[config.mk]
export PLATFORM = sky130hd
export DESIGN_NAME = rk4o_mul
export DESIGN_NICKNAME = d
export VERILOG_FILES = /design/src/hdl/rk4o_pkg.sv /design/src/hdl/rk4o_mul.sv
export SDC_FILE = /design/constraint.sdc
export NUM_CORES = 2
export LEC_CHECK = 0
export ABC_AREA = 1
export CAP_MARGIN = 20
export CORE_MARGIN = 3
export CORE_UTILIZATION = 68
export DETAILED_ROUTE_END_ITERATION = 16
export DONT_BUFFER_PORTS = 1
export GPL_TIMING_DRIVEN = 0
export MAX_ROUTING_LAYER = met4
export PLACE_DENSITY = 0.83
export SETUP_SLACK_MARGIN = 0.2
export SLEW_MARGIN = 15
export SYNTH_ARGS = -nofsm -noshare
export SYNTH_HDL_FRONTEND = slang
export SYNTH_SLANG_ARGS = --single-unit
export TNS_END_PERCENT = 20
[constraint.sdc]
create_clock -name clock -period 8.6 [get_ports clock]
set_input_delay 0 -clock clock [delete_from_list [all_inputs] [get_ports clock]]
set_output_delay 0 -clock clock [all_outputs]
set_load 0.005 [all_outputs]
[src/hdl/rk4o_pkg.sv]
// ----------------------------------------------------------------------------
// rk4o_pkg - shared types and constants for the RK4 oscillator stepper
// Fixed-point formats, register indexes, opcodes and the sequencer states.
// ----------------------------------------------------------------------------
package rk4o_pkg;

   // signed fixed point word, Q8.24
   localparam int WORD_BITS = 32;
   localparam int FRAC_BITS = 24;

   // exact weighted sum k1 + 2k2 + 2k3 + k4 of four words
   localparam int SUM_BITS  = WORD_BITS + 4;

   // digit-serial divide by six, four bits per cycle
   localparam int DIV_BITS      = SUM_BITS + 4;
   localparam int DIV_DIGITS    = DIV_BITS / 4;
   localparam int DIV_CNT_BITS  = $clog2(DIV_DIGITS);

   // configuration register widths
   localparam int DAMPING_BITS   = 31;
   localparam int STIFFNESS_BITS = 31;
   localparam int TIME_STEP_BITS = 25;
   localparam int STEP_BITS      = 20;
   localparam int CSR_INDEX_BITS = 2;
   localparam int CSR_DATA_BITS  = 31;

   localparam logic [DAMPING_BITS-1:0]   DAMPING_RESET   = 31'd0;
   localparam logic [STIFFNESS_BITS-1:0] STIFFNESS_RESET = 31'd167772160;
   localparam logic [TIME_STEP_BITS-1:0] TIME_STEP_RESET = 25'd16777;
   localparam logic [STEP_BITS-1:0]      STEP_LIMIT_RESET = 20'd30000;

   // RK4 stage counter
   localparam int STAGE_BITS = 2;
   localparam logic [STAGE_BITS-1:0] STAGE_FULL = 2'd2;  // stage that uses the whole k
   localparam logic [STAGE_BITS-1:0] STAGE_LAST = 2'd3;

   typedef logic signed [WORD_BITS-1:0] word_type;
   typedef logic signed [SUM_BITS-1:0]  sum_type;

   typedef enum logic [CSR_INDEX_BITS-1:0] {
      CSR_DAMPING    = 2'd0,
      CSR_STIFFNESS  = 2'd1,
      CSR_TIME_STEP  = 2'd2,
      CSR_STEP_LIMIT = 2'd3
   } csr_index_type;

   typedef enum logic {
      OP_LOAD = 1'b0,
      OP_STEP = 1'b1
   } opcode_type;

   typedef enum logic [3:0] {
      ST_IDLE,
      ST_MUL_KX,
      ST_MUL_DV,
      ST_MUL_VDT,
      ST_ACCEL,
      ST_MUL_ADT,
      ST_ROUND_DV,
      ST_VEL_MID,
      ST_DIV_START,
      ST_DIV_WAIT,
      ST_UPDATE,
      ST_RESULT
   } state_type;

endpackage

[src/hdl/rk4o_mul.sv]
// ----------------------------------------------------------------------------
// rk4o_mul - shared fixed-point multiplier
// Registered signed product, then round to nearest (ties away from zero),
// drop the fraction bits and saturate to the word.
// ----------------------------------------------------------------------------
module rk4o_mul (
   input  logic               clock,
   input  rk4o_pkg::word_type mul_a,
   input  rk4o_pkg::word_type mul_b,
   output rk4o_pkg::word_type mul_res
);
   import rk4o_pkg::*;

   logic signed [2*WORD_BITS-1:0] prod_ff;
   logic signed [2*WORD_BITS-1:0] prod_in;
   logic signed [2*WORD_BITS-1:0] rnd;
   logic signed [2*WORD_BITS-1:0] shifted;
   logic                          ovf;

   assign prod_in = mul_a * mul_b;

   always_ff @(posedge clock) begin
      prod_ff <= prod_in;
   end

   // ties away from zero: add half, minus one ulp for negative products
   always_comb begin
      rnd = prod_ff + (2*WORD_BITS)'(64'd1 << (FRAC_BITS - 1))
            - (2*WORD_BITS)'(prod_ff[2*WORD_BITS-1]);
      shifted = rnd >>> FRAC_BITS;
      ovf = !((&shifted[2*WORD_BITS-1:WORD_BITS-1]) ||
              (~|shifted[2*WORD_BITS-1:WORD_BITS-1]));
      if (ovf) begin
         mul_res = shifted[2*WORD_BITS-1] ? {1'b1, {(WORD_BITS-1){1'b0}}}
                                          : {1'b0, {(WORD_BITS-1){1'b1}}};
      end else begin
         mul_res = shifted[WORD_BITS-1:0];
      end
   end

endmodule

After elaboration in Yosys (flattened, before gate mapping)
Index checks and enable logic that the tools add are counted.

operators by class
  reductions and logical operators = 4
  multipliers = 1
  magnitude comparators = 0
  multiplexer cells = 2
  bitwise gates (word level) = 0
  $add $sub $neg = 2
  divide/modulo/power cells = 0
  equality and inequality tests = 0
  shifts and indexed selects = 0

operator list
  operator                                                          count
  64-bit by 24-bit adder with 64-bit output, second input constant  1
  32-bit by 32-bit multiplier with 64-bit output                    1
  32-bit 2-to-1 mux                                                 2
  64-bit by 1-bit subtractor with 64-bit output                     1
  9-bit AND reduction                                               1
  9-bit OR reduction                                                1
  1-bit zero test                                                   1
  1-bit logical OR                                                  1

storage, ports and cells
  input bits = 65
  memories = 0
  logic and storage cells = 10
  memory bits (writable) = 0
  ROM bits = 0
  flip-flop bits (word level) = 64
  bits in latches = 0
  output and inout bits = 32

Logic depth before layout (Yosys ltp)
  depth in word-level cells = 6
  gate-level depth with buffers = 31

Worst setup path before layout
Ideal clock, no wire load.

  kind = in2reg
  start = in mul_a[31]
  end = reg prod_ff[53]
  setup time = 0.112 ns
  arrival = 6.663 ns
  setup slack = 1.825 ns
  required time = 8.488 ns
  stages on the path = 28
  cells stage by stage = clkbuf_1 -> nand2_1 -> inv_1 -> fa_1 -> inv_1 -> fa_1 -> inv_1 -> fa_1 -> fa_1 -> inv_1 -> fa_1 -> inv_1 -> fa_1 -> inv_1 -> fa_1 -> inv_1 -> fa_1 -> ha_1 -> nand2_1 -> nor2_1 -> inv_1 -> nor2_1 -> inv_1 -> nor2_1 -> nand3_1 -> or2_2 -> nand3_1 -> nand2_1

on the way
  longest elaborated chain between the ends = 1

ends and longest elaborated chain
  element                                         RTL line        text
  start, declared                                 rk4o_mul.sv:8   input rk4o_pkg::word_type mul_a,
  32-bit by 32-bit multiplier with 64-bit output  rk4o_mul.sv:20  assign prod_in = mul_a * mul_b;
  via prod_in[53]                                 rk4o_mul.sv:15  logic signed [2*WORD_BITS-1:0] prod_in;
  end signal, assigned                            rk4o_mul.sv:23  prod_ff <= prod_in;
  end, declared                                   rk4o_mul.sv:14  logic signed [2*WORD_BITS-1:0] prod_ff;

The timed path passes the listed nets, and every way through them passes these cells.

Final worst setup path
  start = in mul_b[6]
  end = reg prod_ff[62]

on the way
  longest elaborated chain between the ends = 1

ends and longest elaborated chain
  element                                         RTL line        text
  start, declared                                 rk4o_mul.sv:9   input rk4o_pkg::word_type mul_b,
  32-bit by 32-bit multiplier with 64-bit output  rk4o_mul.sv:20
  via prod_in[62]                                 rk4o_mul.sv:15

The timed path passes the listed nets, and every way through them passes these cells.

==> run metrics <==
RSZ-0062 raised after global routing=false; syn_area_per_cell=7.529 um2; setup total negative slack=0 ns; busiest grt layer=met2; Synth Register Bits=64; Peak Freq=123.7 MHz; pin count of the biggest net entering global routing=14; cells after synthesis=5882; Remaining DRCs=0; status=finished, final reports clean; CP required=8.84 ns; met3 usage=0.1671; DRT Wirelength=160.9 mm; FP Rows=92; CP Launch Type=primary input; gr ovfl total=0; Final ANT Viol Nets=0; Reg with most FFs=prod_ff; CP Class=primary input to register; Initial Util=0.6945; max FFs per register=64; WP data arrival=8.32 ns; Avg Vias per Cell=5.763; worst slew pin tran=1.304 ns; post-DR wirelength/cell=23.76 um; Yosys top cell by area=fa_1; CTS Sinks=64; Top-Level Pins=97; CTS Buffer Depth=2; port bufs=0; die area=0.06823 mm2; max cap viols=0; Die Ht=261.2 um; Commonest cells post-synth=1865 x inv_1, 1640 x nand2_1, 1082 x fa_1, 246 x ha_1, 224 x nor2_1; starting DRC count in detailed routing=4432; EDFF count, synth=0; Core ar.=0.06377 mm2; Cell Area, Placed=0.04537 mm2; Final Hold Vio Count=0; Clock Tree Root=clkbuf_16; GR Util met2=0.7098; share of cells above drive strength 1=0.01438; fin nets=7298; post-synth cell types=48; Tcrit/Tclk final=0.9402; design area=0.04587 mm2; Tmin final=8.086 ns; Seq/Total Area, Yosys=0.02893; Syn Nets=7275; top_reg_cell synth=dfxtp_1; Setup crit end kind=register; die width=261.2 um; Syn Std Cell Area=0.04429 mm2; total number of vias=39020; vias in the first global route=40230; Syn-to-layout area delta=3.568%; Slew headroom=0.1309; count leader, synth=inv_1; Worst-path clk slew=0.06 ns; first drt pass iteration count=7; H-tree depth=3; CTS tree=yes; # setup viols final=0; Worst Hold Class=primary input to register; Ys Warns=0; Post-synth ARST share=0; top-area cell type share of the netlist area=0.4891; crit path max fanout=11; hold wc startpoint=mul_b[0]; top flop regs=prod_ff x64; synth top area cells=fa_1 49%, inv_1 16%, nand2_1 14%; met1 global-route usage=0.6160; first-pass GRT wire length=240.6 mm; gr usage total=0.5043; CP startpoint=mul_b[6]; final core utilization=0.7192; Num CTS Buffers=9; routability cong.=1.070; Max Slew Vio Count=0; initial antenna violation count=9; HPWL after DPL=136.4 mm
==> cell type report <==
| cell class | instances | area [um2] |
|---|---|---|
| multi-input cells | 3745 | 35170 |
| plain buffers | 201 | 819.5 |
| well taps | 846 | 1059 |
| inverters | 1872 | 7027 |
| repair buffers | 12 | 145.1 |
| fillers | 5323 | 17900 |
| flip-flops and latches | 64 | 1281 |
| clock buffers | 9 | 225.2 |
| clock inverters | 7 | 102.6 |
| diodes | 15 | 37.54 |
==> placed cells by master (no fill, tap or decap), types with 3 or more instances in the layout <==
| master | Yosys | routed |
|---|---|---|
| o21bai_1 | 12 | 12 |
| ha_1 | 246 | 246 |
| a21o_1 | 12 | 12 |
| nand2_2 | 7 | 7 |
| o21a_1 | 3 | 3 |
| nor3_1 | 20 | 20 |
| buf_4 | 3 | 3 |
| o21ai_1 | 4 | 4 |
| nand3_1 | 103 | 103 |
| dfxtp_1 | 64 | 64 |
| buf_6 | 6 | 14 |
| xor2_1 | 61 | 61 |
| a21oi_1 | 143 | 143 |
| buf_8 | 0 | 3 |
| nor2_1 | 224 | 224 |
| o21ai_0 | 58 | 58 |
| or2_2 | 9 | 9 |
| a31oi_1 | 18 | 18 |
| nor2_2 | 8 | 8 |
| clkbuf_1 | 191 | 188 |
| inv_2 | 7 | 7 |
| diode_2 | 0 | 15 |
| o211ai_1 | 5 | 5 |
| nand2_1 | 1640 | 1640 |
| and2_1 | 3 | 3 |
| a21boi_0 | 7 | 7 |
| nand4_1 | 10 | 10 |
| and3_1 | 4 | 4 |
| fa_1 | 1082 | 1081 |
| clkbuf_16 | 0 | 9 |
| xnor2_1 | 33 | 33 |
| nor4_1 | 4 | 4 |
| inv_1 | 1865 | 1865 |
| nor3_2 | 4 | 4 |
==> final timing paths <==
kind	end	depth (start not counted)
worst max-delay path	prod_ff[62]	27
worst min-delay path	prod_ff[0]	3
==> through the flow <==
stage / setup WS [ns] / cells / hold WS, ns
3_3_place_gp: 0.3233 / 6728 / 0.1685
3_5_place_dp: 0.1796 / 6730 / 0.1723
5_1_grt: 0.2617 / 6766 / 0.3785
2_1_floorplan: 1.825 / 5882 / 0.09763
6_report: 0.5143 / 6771 / 0.3696
4_1_cts: 0.4808 / 6747 / 0.3672
==> timing repair <==
| action | in CTS | in global routing |
|---|---|---|
| hold buffers | 1 | 0 |
| setup buffers | 0 | 0 |
| endpoints found under the hold margin | 1 | 0 |
| setup endpoints to repair | 0 | 3 |
| resized for setup | 0 | 3 |
==> worst max-delay path, stage by stage <==
cell and delay, ns:
clkdlybuf4s15_1 0.59, nand2_1 0.24, inv_1 0.10, fa_1 0.54, inv_1 0.22, fa_1 0.46
inv_1 0.22, fa_1 0.52, fa_2 0.81, inv_1 0.40, fa_1 0.60, inv_1 0.05
fa_1 0.54, inv_1 0.06, fa_1 0.52, inv_1 0.07, fa_1 0.45, ha_1 0.43
nand2_1 0.14, nor2_1 0.12, inv_1 0.07, nor2_1 0.31, nand2_1 0.24, nor3_1 0.19
nand2_1 0.21, nand3_1 0.16, nand2_1 0.06
==> routing by layer <==
layer | wire (um) | vias to the layer above
met5 | 0 | -
met4 | 15430 | 0
met3 | 23880 | 914
met2 | 66230 | 2852
met1 | 55320 | 18790
li1 | - | 16460
==> cells by family (layout without fill, tap and decap cells) <==
group,after synthesis,in the layout,synth area share
XOR/XNOR,94,94,0.01859
buffers and inverters,2073,2101,0.1770
adder cells (fa/ha/maj),1328,1328,0.5586
other,0,15,0
flip-flops,64,64,0.02893
AND/OR/NAND/NOR,2044,2044,0.1812
AO/OA/AOI/OAI,279,279,0.03568
Power is left out: the tool's default activity adds up to more than one toggle a clock period on the data nets, which glitch-free logic cannot reach.
