===== config.mk =====
export PLATFORM = sky130hd
export DESIGN_NAME = rk4o_div6
export DESIGN_NICKNAME = d
export VERILOG_FILES = /design/src/hdl/rk4o_pkg.sv /design/src/hdl/rk4o_div6.sv
export SDC_FILE = /design/constraint.sdc
export NUM_CORES = 1
export LEC_CHECK = 0
export BUFFER_PORTS_ARGS = -buffer_cell sky130_fd_sc_hd__buf_2
export CORE_MARGIN = 1
export CORE_UTILIZATION = 32
export CTS_CLUSTER_DIAMETER = 80
export CTS_CLUSTER_SIZE = 28
export DETAILED_ROUTE_END_ITERATION = 8
export PLACE_DENSITY = 0.52
export SLEW_MARGIN = 25
export SYNTH_ARGS = -nofsm -noshare
export SYNTH_HDL_FRONTEND = slang
export SYNTH_SLANG_ARGS = --single-unit

===== constraint.sdc =====
create_clock -name clock -period 11.1 [get_ports clock]
set_clock_uncertainty 0.2 [all_clocks]
set_input_delay 1.11 -clock clock [delete_from_list [all_inputs] [get_ports clock]]
set_output_delay 1.11 -clock clock [all_outputs]
set_load 0.01 [all_outputs]

===== src/hdl/rk4o_pkg.sv =====
// ----------------------------------------------------------------------------
// rk4o_pkg - shared types and constants for the RK4 oscillator stepper
// Fixed-point formats, register indexes, opcodes and the sequencer states.
// ----------------------------------------------------------------------------
package rk4o_pkg;

   // signed fixed point word, Q8.24
   localparam int WORD_BITS = 32;
   localparam int FRAC_BITS = 24;

   // exact weighted sum k1 + 2k2 + 2k3 + k4 of four words
   localparam int SUM_BITS  = WORD_BITS + 4;

   // digit-serial divide by six, four bits per cycle
   localparam int DIV_BITS      = SUM_BITS + 4;
   localparam int DIV_DIGITS    = DIV_BITS / 4;
   localparam int DIV_CNT_BITS  = $clog2(DIV_DIGITS);

   // configuration register widths
   localparam int DAMPING_BITS   = 31;
   localparam int STIFFNESS_BITS = 31;
   localparam int TIME_STEP_BITS = 25;
   localparam int STEP_BITS      = 20;
   localparam int CSR_INDEX_BITS = 2;
   localparam int CSR_DATA_BITS  = 31;

   localparam logic [DAMPING_BITS-1:0]   DAMPING_RESET   = 31'd0;
   localparam logic [STIFFNESS_BITS-1:0] STIFFNESS_RESET = 31'd167772160;
   localparam logic [TIME_STEP_BITS-1:0] TIME_STEP_RESET = 25'd16777;
   localparam logic [STEP_BITS-1:0]      STEP_LIMIT_RESET = 20'd30000;

   // RK4 stage counter
   localparam int STAGE_BITS = 2;
   localparam logic [STAGE_BITS-1:0] STAGE_FULL = 2'd2;  // stage that uses the whole k
   localparam logic [STAGE_BITS-1:0] STAGE_LAST = 2'd3;

   typedef logic signed [WORD_BITS-1:0] word_type;
   typedef logic signed [SUM_BITS-1:0]  sum_type;

   typedef enum logic [CSR_INDEX_BITS-1:0] {
      CSR_DAMPING    = 2'd0,
      CSR_STIFFNESS  = 2'd1,
      CSR_TIME_STEP  = 2'd2,
      CSR_STEP_LIMIT = 2'd3
   } csr_index_type;

   typedef enum logic {
      OP_LOAD = 1'b0,
      OP_STEP = 1'b1
   } opcode_type;

   typedef enum logic [3:0] {
      ST_IDLE,
      ST_MUL_KX,
      ST_MUL_DV,
      ST_MUL_VDT,
      ST_ACCEL,
      ST_MUL_ADT,
      ST_ROUND_DV,
      ST_VEL_MID,
      ST_DIV_START,
      ST_DIV_WAIT,
      ST_UPDATE,
      ST_RESULT
   } state_type;

endpackage


===== src/hdl/rk4o_div6.sv =====
// ----------------------------------------------------------------------------
// rk4o_div6 - two-lane digit-serial divide by six
// Computes floor((sum + 3) / 6) for two sums, one hex digit per cycle,
// and saturates the quotients to the word.
// ----------------------------------------------------------------------------
module rk4o_div6 (
   input  logic               clock,
   input  logic               reset,
   input  logic               start,
   input  rk4o_pkg::sum_type  sum_x,
   input  rk4o_pkg::sum_type  sum_v,
   output logic               done,
   output rk4o_pkg::word_type quo_x,
   output rk4o_pkg::word_type quo_v
);
   import rk4o_pkg::*;

   // bias keeps the dividend positive; it is a multiple of six
   localparam logic [DIV_BITS-1:0] DIV_BIAS   = DIV_BITS'(6) << (SUM_BITS - 2);
   localparam logic [DIV_BITS-1:0] QUO_OFFSET = DIV_BITS'(1) << (SUM_BITS - 2);

   logic [DIV_BITS-1:0]     dvd_ff [2];
   logic [DIV_BITS-1:0]     dvd_in [2];
   logic [DIV_BITS-1:0]     quo_ff [2];
   logic [DIV_BITS-1:0]     quo_in [2];
   logic [2:0]              rem_ff [2];
   logic [2:0]              rem_in [2];
   logic [DIV_CNT_BITS-1:0] cnt_ff, cnt_in;
   logic                    busy_ff, busy_in;
   logic                    done_ff, done_in;
   sum_type                 sum_lane [2];
   word_type                quo_out [2];

   // one quotient digit: value below 96, reciprocal of six is 43/256 here
   function automatic logic [6:0] div6_digit(input logic [6:0] val);
      logic [13:0] prod;
      logic [3:0]  q;
      logic [6:0]  r;
      prod = 14'(val) * 14'd43;
      q    = prod[11:8];
      r    = val - 7'(q) * 7'd6;
      return {q, r[2:0]};
   endfunction

   function automatic word_type quo_sat(input logic [DIV_BITS-1:0] quo);
      logic [DIV_BITS-1:0] q;
      q = quo - QUO_OFFSET;
      if ((&q[DIV_BITS-1:WORD_BITS-1]) || (~|q[DIV_BITS-1:WORD_BITS-1])) begin
         return q[WORD_BITS-1:0];
      end else begin
         return q[DIV_BITS-1] ? {1'b1, {(WORD_BITS-1){1'b0}}}
                              : {1'b0, {(WORD_BITS-1){1'b1}}};
      end
   endfunction

   assign sum_lane[0] = sum_x;
   assign sum_lane[1] = sum_v;

   always_comb begin
      logic [6:0] step;
      step    = '0;
      cnt_in  = cnt_ff;
      busy_in = busy_ff;
      done_in = 1'b0;
      for (int l = 0; l < 2; l++) begin
         dvd_in[l] = dvd_ff[l];
         quo_in[l] = quo_ff[l];
         rem_in[l] = rem_ff[l];
      end
      if (start) begin
         for (int l = 0; l < 2; l++) begin
            dvd_in[l] = DIV_BITS'(sum_lane[l]) + DIV_BITS'(3) + DIV_BIAS;
            quo_in[l] = '0;
            rem_in[l] = '0;
         end
         cnt_in  = '0;
         busy_in = 1'b1;
      end else if (busy_ff) begin
         for (int l = 0; l < 2; l++) begin
            step      = div6_digit({rem_ff[l], dvd_ff[l][DIV_BITS-1 -: 4]});
            dvd_in[l] = dvd_ff[l] << 4;
            quo_in[l] = {quo_ff[l][DIV_BITS-5:0], step[6:3]};
            rem_in[l] = step[2:0];
         end
         cnt_in = cnt_ff + 1'b1;
         if (cnt_ff == DIV_CNT_BITS'(DIV_DIGITS - 1)) begin
            busy_in = 1'b0;
            done_in = 1'b1;
         end
      end
   end

   always_ff @(posedge clock) begin
      if (reset) begin
         busy_ff <= 1'b0;
         done_ff <= 1'b0;
         cnt_ff  <= '0;
      end else begin
         busy_ff <= busy_in;
         done_ff <= done_in;
         cnt_ff  <= cnt_in;
      end
   end

   always_ff @(posedge clock) begin
      for (int l = 0; l < 2; l++) begin
         dvd_ff[l] <= dvd_in[l];
         quo_ff[l] <= quo_in[l];
         rem_ff[l] <= rem_in[l];
      end
   end

   assign quo_out[0] = quo_sat(quo_ff[0]);
   assign quo_out[1] = quo_sat(quo_ff[1]);
   assign quo_x = quo_out[0];
   assign quo_v = quo_out[1];
   assign done  = done_ff;

endmodule


# After elaboration in Yosys (flattened, before gate mapping)
# Memories as Yosys holds them, arrays and structs flattened.
# Index checks and enable logic that the tools add are counted.
# word_totals
mem_count	3
mem_bits_rw	166
ff_bits	6
word_cells	45
in_bits	75
out_inout_bits	65
# classes
n_mul	4
eq_ne	1
bitwise	1
n_mux	14
reduce_logical	10
n_addsub	9
# memory_table
memory	words	word_bits	read_ports	rd_ports_with_merged_regs	write_ports	line_no	text
dvd_ff	2	40	2	0	2	rk4o_div6.sv:22	logic [DIV_BITS-1:0] dvd_ff [2];
quo_ff	2	40	2	0	2	rk4o_div6.sv:24	logic [DIV_BITS-1:0] quo_ff [2];
rem_ff	2	3	2	0	2	rk4o_div6.sv:26	logic [2:0] rem_ff [2];
# ops
cell	count
80-bit 2-to-1 mux	4
32-bit 2-to-1 mux	4
40-bit by 35-bit subtractor with 40-bit output, second input constant	2
37-bit by 38-bit adder with 39-bit output, second input constant	2
36-bit by 3-bit adder with 37-bit output, second input constant	2
7-bit by 6-bit multiplier with 12-bit output, second input constant	2
9-bit AND reduction	2
9-bit OR reduction	2
6-bit 2-to-1 mux	2
4-bit by 2-bit multiplier with 2-bit output, second input constant	2
3-bit subtractor	2
4-bit by 1-bit adder with 4-bit output, second input constant	1
4-bit == test, second input constant	1
1-bit 2-to-1 mux	4
3-bit OR reduction	1
1-bit logical NOT	2
1-bit logical OR	2
2-bit OR reduction	1
1-bit NOT	1

# Logic depth before layout (Yosys ltp)
# Gate-level depths: netlist of run 1.
# An unclocked memory read counts as a cell.
# depth
ltp_word	6
ltp_mapped	15
depth_no_buf	15

# Worst setup path before layout of run 1
# No wires, ideal clock.
# synth_timing
kind	reg2reg
start	mem dvd_ff[0][78] (netlist bit)
end	mem rem_ff[1][2] (netlist: rem_ff[0][5])
arrival_ps	3661
stages_incl_launch_ff	16
required_ps	10814
synth_period_minus_slack_ps	3947
slack_ps	7153
setup_time_ps	86
path_buffers	0
cell_sequence	edfxtp_1 ha_1 fa_1 inv_1 fa_1 inv_1 ha_1 a21oi_1 nand2_1 nor2_1 xnor2_1 ha_1 xnor2_1 xnor3_1 xor2_1 a211oi_1
# synth_rtl
item	line_no
from (decl)	rk4o_div6.sv:22
to (decl)	rk4o_div6.sv:26

==> metrics.txt, run 1 <==
status complete, no violations; starting density of the core 0.328; Worst Path Required between 10 and 15 ns; largest delay contributor family on the critical path adder cells; first-iteration detailed-routing DRC count 315; Final Max Tran Viols 0; min cycle time layout 4.25 ns; Worst Setup End Kind flip-flop; Synth area leaders edfxtp_1 (24%), dfxtp_1 (19%), mux2i_1 (7.9%); Num CTS Buffers 17; Max VDD drop 95.1 µV; Final WS setup 6.85 ns; hold_buf cts 0; crit-path max FO 5; post-route ant nets 0; wire per inst roughly 14 µm; crit path kind reg2reg; Setup Fix Bufs, Post-CTS 0; post-synth net total 1146; Layout Nets roughly 1300; GRT Total Usage 0.137; post-synth top area cell edfxtp_1; Root Driver clkbuf_16; reg-to-reg slack, setup 6.85 ns; post-synthesis instance area slightly below 10000 µm²; data arrival time of the critical path 4.39 ns; Synth Flop Type dfxtp_1; Post-Syn Area per Cell just under 10 µm²; core region area roughly 30000 µm²; chip width 177 µm; largest net degree at the start of global routing 84; Cell Rows 63; worst rel slew slack 0.310; TritonRoute pass-1 iters 4; Sink Count 172; crit path buf inv count 2; Post-Syn Instances about 1000; fin crit share 0.383; most frequent cells after synthesis nor2_1 (166), dfxtp_1 (92), edfxtp_1 (80); initial antenna violation count 1; routed vias/inst roughly 4.8; Worst path slowest cell fa_1; htree depth 4; Syn-to-layout area delta 17.0%; Post-CTS Resized 0; worst hold path class reg2reg; global-route wire length before repair 34600 µm; PD cells 165 nW/µm²; Yosys cell types 52; Hold Slack 0.289 ns; count leader, synth nor2_1; sequential share of the synthesized area 0.432; Final Hold Fails 0; share of the synthesized area in the top cell type 0.244; deepest clock path buffer count 2; Max Cap Viol 0; share of post-route cells with drive strength above 1 0.175; vias in the first global route 6898; Pleak 5.31 nW; type of origin of the critical path flip-flop; asr flop ratio synth 0; final setup vio count 0; DRC 0; final wirelength 20700 µm; Ports 140; Post-DP HPWL 14000 µm; Place WS 6.81 ns; Yosys warning count 0; Die Y ~180 µm; cell repeated most along the worst path ha_1; CTS tree yes; EDFF count, synth 80; RSZ-0062 raised after global routing no; Core Util, Final 0.384; maximum clock rate 0.236 GHz; Max stage delay on crit path between 0.5 and 0.6 ns; CTS clk-pin slew, worst paths ~0.080 ns; fillers 3068; FF+latch count, synth 172; worst skew pair latency between 0.4 and 0.5 ns; Slew @ Worst Pin 1.03 ns; gpl congestion between 0.7 and 0.8; Setup TNS 0 ns; vias between 7000 and 8000; gr ovfl total 0; die area 31400 µm²; Port Buffers 139; worst path cell trace ha_1, fa_1, inv_1, fa_1, inv_1, ha_1, a21oi_1, nand2_1, nor2_1, xnor2_1, ha_1, xnor2_1, xnor3_1, xor2_1, a211oi_1
state kept, by name, indices dropped and copies added (netlist names):
name,count
busy_ff,1
cnt_ff,4
done,1
dvd_ff,80
quo_ff,80
rem_ff,6
through the flow:
step / area, µm² / instances / total power (W)
after global placement: 10900 / 1484 / 0.00130
after detailed placement: 10900 / 1484 / 0.00132
after floorplan: 9830 / 999 / 0.00118
final: 11500 / 1517 / 0.00189
after CTS: 11500 / 1516 / 0.00193
after global routing: 11500 / 1516 / 0.00204
layout by cell type, fill, tap and decap left out, drive strengths merged, types with 2 or more instances in the layout:
cell type  netlist  final
or4              5      5
clkbuf          45     18
edfxtp          80     80
a21oi           67     67
nor3            14     14
a221oi           2      2
mux2             3      3
nor2b           12     12
nand2           35     35
nand2b           5      5
nand4b           3      3
o22ai            3      3
and4             3      3
nor4             6      6
xnor3            2      2
dfxtp           92     92
and3            10     10
fa              12     12
o21ai            9      9
ha              60     60
mux2i           78     78
nor2           166    166
xnor2           44     44
a211oi           6      6
nand4           21     21
a21o            62     62
nand3           29     29
buf              7    147
and2             8      8
inv             51     62
nor3b            2      2
or4b             4      4
or3              3      3
xor2            39     39
a31oi            2      2
routing by layer:
metal / vias up / share of wire / GRT usage
met5: - / 0 / 0
met3: 13 / 0.043 / 0.0292
met4: 0 / 0.0082 / 0.0338
met2: 153 / 0.44 / 0.216
li1: 3724 / - / -
met1: 3366 / 0.51 / 0.190
final cells by class:
class	count	area, µm²	share of cell area
diodes	1	2.50	0.000218
clock buffers	18	439	0.0382
clock inverters	14	135	0.0118
inverters	51	191	0.0166
multi-input cells	724	5230	0.455
flip-flops and latches	172	4250	0.369
well taps	390	488	0.0424
repair buffers	147	766	0.0666
cells by family after synthesis:
group / Yosys count / synth area share
XOR/XNOR: 85 / 0.0785
AND/OR/NAND/NOR: 330 / 0.166
AO/OA/AOI/OAI: 156 / 0.100
adder cells (fa/ha/maj): 72 / 0.101
flip-flops: 172 / 0.432
multiplexers: 81 / 0.0829
buffers and inverters: 103 / 0.0393
where the power goes:
group	internal [W]	switching [W]
sequential	0.000720	0.0000388
combinational	0.000250	0.000285
clock	0.000314	0.000285
total	0.00128	0.000609
path summary, 6_finish.rpt:
| kind | to | start | cells after the start |
|---|---|---|---|
| worst max-delay path | rem_ff[0][5] | dvd_ff[0][78] | 15 |
| worst min-delay path | quo_ff[0][36] | quo_ff[0][36] | 2 |
| worst max register to register | rem_ff[0][5] | dvd_ff[0][78] | 15 |
| worst min register to register | quo_ff[0][36] | quo_ff[0][36] | 2 |
tightest hold or removal path: cells and delay by family, from the launching register on:
| kind | cells | cell delay [ns] |
|---|---|---|
| flops | 1 | 0.32 |
| simple gates | 1 | 0.07 |
| mux | 1 | 0.06 |
Power figures use the tool's default switching activity.
==> inputs of run 2 (changes only) <==
--- a/config.mk
+++ b/config.mk
@@ -5,13 +5,14 @@
 export SDC_FILE = /design/constraint.sdc
 export NUM_CORES = 1
 export LEC_CHECK = 0
+export ABC_AREA = 1
 export BUFFER_PORTS_ARGS = -buffer_cell sky130_fd_sc_hd__buf_2
 export CORE_MARGIN = 1
 export CORE_UTILIZATION = 32
 export CTS_CLUSTER_DIAMETER = 80
 export CTS_CLUSTER_SIZE = 28
 export DETAILED_ROUTE_END_ITERATION = 8
-export PLACE_DENSITY = 0.52
+export PLACE_DENSITY = 0.51
 export SLEW_MARGIN = 25
 export SYNTH_ARGS = -nofsm -noshare
 export SYNTH_HDL_FRONTEND = slang
==> constraint.sdc (replaced) <==
create_clock -name clock -period 4.2 [get_ports clock]
set_clock_uncertainty 0.2 [all_clocks]
set_input_delay 0.42 -clock clock [delete_from_list [all_inputs] [get_ports clock]]
set_output_delay 0.42 -clock clock [all_outputs]
set_load 0.01 [all_outputs]
==> run 2 against run 1 <==
  * Combinational power grew to 2.8 times the previous value
  * Area after synthesis rose by 4.9%
  * Cell area up 5.0%
  * Critical path depth is 6 higher
  * Sequential power grew to 2.6 times the previous value
  * Die area increased by 4.8%
  * Flip-flop and latch count did not move
  * Routed wire length up 26%
  * Via count is 23% higher
  * Critical endpoint unchanged
  * Largest power group unchanged
==> metrics.txt, run 2 <==
DRC 0; Regs by FF count dvd_ff (80), quo_ff (80), rem_ff (6); Worst Setup End Kind flip-flop; worst skew pair latency about 0.43 ns; core region area 31600 µm²; vias 8889; share of the synthesized area in the top cell type 0.233; most frequent cells after synthesis nand2_1 (289), inv_1 (196), o21ai_0 (102); worst rel slew slack 0.504; fin crit share 0.928; share of post-route cells with drive strength above 1 0.152; final wirelength 26000 µm; EDFF count, synth 80; maximum clock rate 0.256 GHz; area post-placement 11400 µm²; data arrival time of the critical path 4.04 ns; Post-Syn Instances 1308; initial antenna violation count 0; Max VDD drop 293 µV; post-synth net total 1455; first-iteration detailed-routing DRC count 513; chip width 181 µm; CTS clk-pin slew, worst paths 0.08 ns; Max Cap Viol 0; min cycle time layout 3.90 ns; Syn-to-layout area delta 17.1%; Slew @ Worst Pin 0.742 ns; type of origin of the critical path flip-flop; Final Hold Fails 0; Num CTS Buffers 17; crit path kind reg2reg; Final Max Tran Viols 0; gpl congestion around 0.9; final setup vio count 0; PD cells 420 nW/µm²; Multi-input gate area 5130 µm²; Die Y 181 µm; Setup TNS 0 ns; post-synthesis instance area 10300 µm²; routed vias/inst 4.80; starting density of the core 0.326; most common cell after layout, fill and taps aside nand2_1; Pleak 5.27 nW; post-route ant nets 0; CTS tree yes; global-route wire length before repair 43100 µm; Synth Flop Type dfxtp_1; Root Driver clkbuf_16; wire per inst 14.0 µm; vias in the first global route 8499; sequential share of the synthesized area 0.412; Cell Rows 65; Yosys warning count 0; Post-Syn Area per Cell 7.88 µm²; Worst Path Required approximately 4.3 ns; FF+latch count, synth 172; post-synth top area cell edfxtp_1; Sink Count 172; Port Buffers 139; Hold Slack 0.115 ns; Ports 140; gr ovfl total 0; asr flop ratio synth 0; Yosys cell types 42; # diodes 0; Post-DP HPWL 19500 µm; Layout Nets 1585; register area 4240 µm²; GRT Total Usage 0.162; status complete, no violations; htree depth 4; largest net degree at the start of global routing 77; commonest cells after routing, fill and taps aside nand2_1 (288), inv_1 (196), buf_2 (139); die area approximately 33000 µm²; TritonRoute pass-1 iters 5; worst hold path class in2reg; final instance area 12100 µm²; deepest clock path buffer count 2; fillers 3328; Synth area leaders edfxtp_1 (23%), dfxtp_1 (18%), nand2_1 (11%); count leader, synth nand2_1; crit-path max FO 3
run 2: cell types whose count changed in the layout (fill, tap and decap cells not counted), moves of 24 or more:
cell     delta
nand2_1   +253
inv_1     +145
o21ai_0    +96
mux2i_1    -78
o22ai_1    +72
nor2_1     -64
a21o_1     -59
a21oi_1    -45
xnor2_1    -24
run 2: cells by family after synthesis:
group,synth area share
DFF,0.412
and+or+nand+nor,0.229
buffers and inverters,0.0908
adders and majority gates,0.0962
xor gates and xnor gates,0.0425
AOI/OAI and AO/OA,0.129
run 2: final cells by class:
cell class,count,share of cell area
Clock buffer,18,0.0364
Clock inverter,14,0.0121
Inverter,200,0.0626
Multi-Input combinational cell,890,0.425
Sequential cell,172,0.352
Tap cell,402,0.0417
Timing Repair Buffer,157,0.0701
run 2: report_power, final:
group | leakage [nW] | internal [W] | switching (W)
clock network | 0.285 | 0.000810 | 0.000781
logic | 3.43 | 0.000597 | 0.000910
registers | 1.56 | 0.00190 | 0.0000690
run 2: critical path, stage by stage, from the launching register on:
cell	delay (ns)
edfxtp_1	0.43
ha_1	0.32
fa_1	0.51
inv_1	0.05
fa_1	0.52
inv_1	0.04
ha_1	0.32
nand2_1	0.12
inv_1	0.04
o21ai_0	0.11
nand4_1	0.19
nand2_2	0.10
inv_1	0.05
ha_1	0.21
xnor2_2	0.17
inv_1	0.05
nand3_1	0.09
nand2_1	0.06
nand2_1	0.05
nand3_1	0.06
nand2_1	0.08
inv_1	0.04
run 2: routing by layer:
metal  vias up  global-route usage  share of wire  wire [µm]
met3        13              0.0285          0.039       1020
met5         -                   0              0          0
li1       4627                   -              -          -
met4         0              0.0356         0.0074        192
met1      4072               0.230           0.51      13200
met2       177               0.257           0.45      11600
run 2: final timing paths:
check	from	endpoint	slack, ns	cells after the start
max	dvd_ff[0][78]	rem_ff[0][5]	0.30	21
max reg2reg	dvd_ff[0][78]	rem_ff[0][5]	0.30	21
min	sum_x[3]	dvd_ff[0][3]	0.12	2
min reg2reg	cnt_ff[3]	cnt_ff[3]	0.28	2
run 2: timing repair:
item,4_1_cts,5_1_grt
endpoints found under the setup margin,0,1
endpoints found under the hold margin,2,0
hold buffers,1,0
resized for setup,0,2
buffers inserted,0,8
run 2: through the flow:
| stage | setup slack [ns] | cells | util | total power (W) |
|---|---|---|---|---|
| 3_3_place_gp | 0.278 | 1812 | 0.360 | 0.00347 |
| 3_5_place_dp | 0.116 | 1812 | 0.360 | 0.00348 |
| 6_report | 0.300 | 1853 | 0.381 | 0.00507 |
| 2_1_floorplan | 0.428 | 1308 | - | 0.00311 |
| 5_1_grt | -0.0218 | 1853 | 0.381 | 0.00547 |
| 4_1_cts | 0.125 | 1845 | 0.379 | 0.00509 |
